--- src/rtl/mlpfs_ram.sv ---
// generic single-port-write, single-port-read ram with registered read data
// no dependencies
module mlpfs_ram #(
   parameter int WIDTH  = 16,
   parameter int DEPTH  = 41,
   parameter int ADDR_W = (DEPTH > 1) ? $clog2(DEPTH) : 1
) (
   input  logic              clock,
   input  logic              wr_en,
   input  logic [ADDR_W-1:0] wr_addr,
   input  logic [WIDTH-1:0]  wr_data,
   input  logic              rd_en,
   input  logic [ADDR_W-1:0] rd_addr,
   output logic [WIDTH-1:0]  rd_data
);

   logic [WIDTH-1:0] mem_ff [DEPTH];
   logic [WIDTH-1:0] rd_data_ff;

   always_ff @(posedge clock) begin
      if (wr_en) mem_ff[wr_addr] <= wr_data;
      if (rd_en) rd_data_ff <= mem_ff[rd_addr];
   end

   assign rd_data = rd_data_ff;

endmodule

--- config.mk ---
export PLATFORM = sky130hd
export DESIGN_NAME = mlpfs_ram
export DESIGN_NICKNAME = d
export VERILOG_FILES = /design/src/rtl/mlpfs_ram.sv
export SDC_FILE = /design/constraint.sdc
export NUM_CORES = 1
export LEC_CHECK = 0
export ABC_AREA = 1
export BUFFER_PORTS_ARGS = -buffer_cell sky130_fd_sc_hd__buf_2
export CAP_MARGIN = 30
export CORE_UTILIZATION = 30
export CTS_CLUSTER_SIZE = 12
export DETAILED_ROUTE_END_ITERATION = 6
export SKIP_CTS_REPAIR_TIMING = 1
export SYNTH_ARGS = -nofsm -noshare
export SYNTH_HDL_FRONTEND = slang
export SYNTH_SLANG_ARGS = --single-unit
--- constraint.sdc ---
create_clock -name clock -period 2.8 [get_ports clock]
set_input_delay 0.28 -clock clock [delete_from_list [all_inputs] [get_ports clock]]
set_output_delay 0.28 -clock clock [all_outputs]
set_load 0.005 [all_outputs]
==> key figures, run 1 <==
Timing
  – # setup viols final: 0
  – Unrepaired setup endpoints after global routing: no
  – Setup Total Neg Slack: 0 ns
  – Post-route setup slack: 1.10 ns
  – Fmax: 588 MHz
  – Final hold vios: 0
  – Slew @ Worst Pin: 1.02 ns
  – Final period util: 60.7%
  – Final Skew: 0.0170 ns
  – Final slew viol count: 0
  – Fin crit period: 1.70 ns
  – Relative slew slack: 32.2%

Critical path
  – R2R setup slack: 1.12 ns
  – Crit path DAT: 2.16 ns
  – Maximum net fanout on the critical path: 66
  – Worst Setup End Kind: flop
  – Crit start category: primary input
  – R2r endpoint: rd_data[8]$_DFFE_PP_
  – Reg2reg start: mem_ff[39][8]$_DFFE_PP_
  – FF-to-FF path depth: 6
  – Setup CP Type: in -> reg
  – CP required: 3.26 ns

Synthesis
  – Syn Inst Count: 2257
  – Seq/Total Area, Yosys: 73.9%
  – Cell variety after synth: 20
  – Area share of the largest cell type after synthesis: 73.9%
  – Leading area contributor after synthesis: edfxtp_1
  – Synth top area cells: edfxtp_1 74%, nand2_1 11%, nand3_1 9.7%
  – Number of synthesis warnings: 0
  – Syn_nets: 2288
  – Syn avg cell area: 12.1 um2
  – Synthesized flop and latch total: 672
  – Post-Syn Area: 27300 um2

Floorplanning
  – DIE AREA: 92200 um2
  – Rows: 110
  – Die height: 304 um
  – Initial Util: 30.3%
  – IO Count: 47
  – Core area: 90100 um2
  – Die width: 304 um

Clocking
  – Clk Latency, worst-skew pair: 0.61 ns
  – Maximum clock path buffer count: 3
  – CTS tree: yes
  – Clock sink count: 672
  – Root buf cell: clkbuf_16
  – CTS Buf Count: 71
  – CTS clk-pin slew, worst paths: 0.06 ns
  – H-tree Lvls: 3

Worst hold path
  – Min-Delay Path Class: in -> reg
  – Hold Path Depth: 2
  – Hold Path Sink: mem_ff[28][11]$_DFFE_PP_
  – Worst Hold Launch: wr_data[11]

Pwr
  – Combinational Power Share: 6.1%
  – Worst vdd ir: 0.461 mV
  – Seq pwr share: 53.0%
  – NetSw: 4.68 mW
  – Sw frac: 22.2%
  – Leak: 11.0 nW
  – Power Density: 681 nW/um2
  – Pint: 16.5 mW
  – Clk network pwr share: 40.9%

Layout
  – # fillers: 8683
  – Share of layout cells above drive strength 1: 10.1%
  – Most frequent cells in the layout: 799 x nand2_1, 672 x edfxtp_1, 532 x nand3_1, 75 x clkbuf_16, 73 x buf_4
  – Final core utilization: 34.4%
  – Final nets: 2355
  – Multi-input logic area: 6100 um2
  – Most common cell after layout, fill and taps aside: nand2_1
  – Area grow syn2layout: 13.7%
  – Sequential Area: 20200 um2

Run status
  – Outcome: complete, no violations

Detailed routing
  – First drt pass iteration count: 5
  – ANT nets after route: 0
  – Vias/cell: 4.86
  – Vias post-DR: 17200
  – Total Wirelength: 73300 um
  – DRC Markers: 0
  – Wirelength per Cell: 20.7 um
  – DRC marker count from the first detailed-route iteration: 1660

GRT
  – GR Util All Layers: 15.8%
  – Initial antenna violation count: 2
  – Gr ovfl total: 0
  – Largest net degree at the start of global routing: 121
  – Vias in the first global route: 16400
  – First-pass GRT wire length: 109000 um

Job
  – Max cap viols: 0

Place
  – Port Buf Inserts: 46
  – GP Congestion: 0.817
  – Pre-CTS setup slack: 0.487 ns
  – Hpwl dp: 41000 um
## flip-flops by register name, indices dropped and copies added, names as in the netlist
name and flops:
mem_ff 656, rd_data 16
## cell type report
cell class	instances	area share [%]
clock inverters	25	0.467
flip-flops and latches	672	65.0
multi-input cells	1418	19.6
well taps	1176	4.74
clock buffers	93	6.26
repair buffers	133	3.51
diodes	2	0.0161
inverters	28	0.387
## critical path: stages
cell,delay [ns]
buf_8,0.13
inv_8,0.34
buf_12,0.34
buf_4,0.20
nand2_1,0.05
nand3_1,0.06
nand3_1,0.08
nand2_1,0.08
nand2_1,0.06
nand3_1,0.17
nand3_1,0.16
nand2_1,0.13
## metal layers
| layer | GRT usage (%) | vias to the layer above | wire length, um |
|---|---|---|---|
| met5 | 0 | - | 26 |
| met4 | 5.06 | 4 | 1760 |
| met3 | 2.15 | 99 | 4510 |
| met2 | 26.3 | 592 | 36000 |
| met1 | 21.1 | 8463 | 31000 |
| li1 | - | 8073 | - |
## per-stage QoR
| step | instance area [um2] | instances | power [mW] | hold slack [ns] |
|---|---|---|---|---|
| after CTS | 31000 | 3544 | 21.3 | 0.224 |
| after detailed placement | 28900 | 3426 | 12.7 | 0.552 |
| after global placement | 28900 | 3426 | 12.7 | 0.541 |
| after global routing | 31000 | 3545 | 21.8 | 0.180 |
| after floorplan | 27300 | 2257 | 12.1 | 0.379 |
| final | 31100 | 3547 | 21.1 | 0.182 |
## synth_stat cells
cell,number
o21ai_1,1
buf_2,56
a21oi_1,9
nand3_1,532
buf_8,1
o22ai_1,2
inv_1,23
o211ai_1,6
buf_1,13
nand2_1,799
nor2_1,48
o21ai_0,12
buf_4,13
clkbuf_1,14
nor3_1,9
inv_2,3
edfxtp_1,672
buf_6,42
clkinv_1,1
inv_6,1
## how the worst max path moves through the flow
stage	start	slack, ns	end
floorplan	wr_en	0.57	mem_ff[40][0]$_DFFE_PP_
global placement	rd_addr[0]	0.48	rd_data[7]$_DFFE_PP_
detailed placement	rd_addr[0]	0.49	rd_data[7]$_DFFE_PP_
CTS	rd_addr[0]	1.10	rd_data[7]$_DFFE_PP_
global route	rd_addr[0]	0.98	rd_data[7]$_DFFE_PP_
finish	rd_addr[0]	1.10	rd_data[7]$_DFFE_PP_
## logic make-up after synthesis
group,Yosys count,share of synthesized area [%]
compound gates,30,0.614
buf+inv,167,3.94
flops,672,73.9
simple gates,1388,21.6
## power groups by stage
stage               registers, mW  logic [mW]  clock network [mW]
finish                       11.2        1.28                8.64
global route                 11.2        1.41                9.16
CTS                          11.2        1.29                8.77
detailed placement           11.4        1.29                   0
global placement             11.4        1.28                   0
floorplan                    11.4       0.738                   0
Note: power is estimated with default switching activity, not from simulation.
==> run 2: changes to the inputs <==
clock period = 1.5 ns   (was 2.8 ns; I/O delays follow)
==> key figures, run 2 (synthesized netlist as in run 1, its figures left out) <==
GRT
  – Vias in the first global route: 17500
  – Initial antenna violation count: 2
  – Largest net degree at the start of global routing: 72
  – First-pass GRT wire length: 111000 um
  – Gr ovfl total: 0
  – GR Util All Layers: 16.1%

Timing
  – Fin crit period: 1.51 ns
  – Final slew viol count: 0
  – Final Skew: 0.0203 ns
  – # setup viols final: 2
  – Post-route setup slack: -0.00804 ns
  – Fmax: 663 MHz
  – Slew @ Worst Pin: 1.01 ns
  – Final hold vios: 0
  – Final period util: 101%
  – Unrepaired setup endpoints after global routing: yes
  – Relative slew slack: 33.0%

Critical path
  – Maximum net fanout on the critical path: 1
  – Crit path DAT: 1.85 ns
  – Critical path, cell by cell: nand2_1 > nand3_1 > nand3_1 > nand2_1 > nand2_1 > nand3_1 > nand3_1 > nand2_1
  – CP required: 1.84 ns
  – Crit-path max cell delay: 0.38 ns
  – Setup CP Type: reg -> reg
  – Crit-path slowest cell: edfxtp_1
  – Worst Setup End Kind: flop
  – Crit start category: flop

Floorplanning
  – Initial Util: 30.3%
  – DIE AREA: 92200 um2
  – Die height: 304 um
  – IO Count: 47
  – Die width: 304 um
  – Core area: 90100 um2
  – Rows: 110

Job
  – Max cap viols: 0

Clocking
  – H-tree Lvls: 3
  – Root buf cell: clkbuf_16
  – Clk Latency, worst-skew pair: 0.61 ns
  – Clock sink count: 672
  – Maximum clock path buffer count: 3
  – CTS Buf Count: 72
  – CTS tree: yes
  – CTS clk-pin slew, worst paths: 0.06 ns

Detailed routing
  – Wirelength per Cell: 20.3 um
  – First drt pass iteration count: 5
  – Total Wirelength: 74600 um
  – Vias post-DR: 17800
  – DRC marker count from the first detailed-route iteration: 1532
  – DRC Markers: 0
  – ANT nets after route: 0
  – Vias/cell: 4.85

Layout
  – Most common cell after layout, fill and taps aside: nand2_1
  – Sequential Area: 20200 um2
  – Share of layout cells above drive strength 1: 16.0%
  – Final nets: 2471
  – Most frequent cells in the layout: 795 x nand2_1, 672 x edfxtp_1, 519 x nand3_1, 121 x buf_4, 82 x buf_12
  – Biggest register: mem_ff
  – Final core utilization: 36.6%
  – Multi-input logic area: 6280 um2
  – # fillers: 8593
  – Number of flip-flops under the largest register name: 656
  – Area grow syn2layout: 20.9%
  – Final std cells w/o fill: 3669

Run status
  – Failing checks: setup timing
  – Outcome: finished, violations left

Pwr
  – Combinational Power Share: 7.0%
  – Clk network pwr share: 41.2%
  – Power Density: 1220 nW/um2
  – Worst vdd ir: 0.972 mV
  – Seq pwr share: 51.8%
  – NetSw: 8.96 mW
  – Sw frac: 22.2%
  – Pint: 31.4 mW
  – Leak: 11.9 nW

Place
  – GP Congestion: 0.843
  – Inst Count DP: 3542
  – Port Buf Inserts: 46
  – Hpwl dp: 45400 um

Worst hold path
  – Min-Delay Path Class: in -> reg
## run 2: cell count changes in the layout (fill, tap and decap cells not counted), moves of 3 or more
| cell | delta |
|---|---|
| clkinv_1 | +5 |
| nor2_2 | +23 |
| nor2_1 | -23 |
| o21ai_0 | -4 |
| nand3_2 | +8 |
| nand2_2 | +4 |
| nand2_1 | -4 |
| buf_12 | +67 |
| nand3_4 | +5 |
| nand3_1 | -13 |
| buf_4 | +48 |
| clkinv_2 | -3 |
## run 2: path summary, 6_finish.rpt
check | from | to | slack, ns | cells past startpoint
max | mem_ff[10][4]$_DFFE_PP_ | rd_data[4]$_DFFE_PP_ | -0.008 | 8
min | wr_data[13] | mem_ff[14][13]$_DFFE_PP_ | 0.02 | 1
max reg2reg | mem_ff[10][4]$_DFFE_PP_ | rd_data[4]$_DFFE_PP_ | -0.008 | 8
min reg2reg | mem_ff[40][15]$_DFFE_PP_ | rd_data[15]$_DFFE_PP_ | 0.58 | 2
## run 2: cell type report
cell class | count | share of cell area [%]
diodes | 4 | 0.0303
clock buffers | 95 | 6.04
clock inverters | 28 | 0.542
inverters | 28 | 0.364
multi-input cells | 1418 | 19.0
flip-flops and latches | 672 | 61.1
well taps | 1176 | 4.46
repair buffers | 248 | 8.45
## run 2: power groups by stage
stage | sequential, mW | clock, mW | combinational, mW
after floorplan | 21.3 | 0 | 1.39
after global placement | 21.3 | 0 | 2.78
after detailed placement | 21.3 | 0 | 2.79
after CTS | 20.9 | 16.9 | 2.81
after global routing | 20.9 | 17.6 | 3.08
final | 20.9 | 16.6 | 2.83
## run 2: worst max-delay path, delay by kind of cell (launching register included)
family	cells	cell delay [ns]
and+or+nand+nor	8	0.88
DFF	1	0.38
## run 2: per-layer routing
| metal | vias to the layer above | part of all wire (%) | global-route usage (%) |
|---|---|---|---|
| li1 | 8337 | - | - |
| met1 | 8755 | 41 | 20.5 |
| met2 | 583 | 50 | 27.6 |
| met3 | 117 | 6.0 | 2.37 |
| met4 | 0 | 3.4 | 6.46 |
| met5 | - | 0 | 0 |
## run 2: metrics by stage
| step | TNS [ns] | cell area, um2 | power (mW) | setup WS (ns) | hold WS, ns |
|---|---|---|---|---|---|
| finish | -0.0110 | 33000 | 40.4 | -0.00804 | 0.0183 |
| global route | -0.426 | 33000 | 41.6 | -0.0608 | 0.0199 |
| CTS | -0.947 | 32900 | 40.6 | -0.222 | -0.0128 |
| detailed placement | -31.15 | 30700 | 24.1 | -0.748 | 0.559 |
| global placement | -31.08 | 30700 | 24.1 | -0.737 | 0.562 |
| floorplan | -72.21 | 27400 | 22.7 | -0.197 | 0.249 |
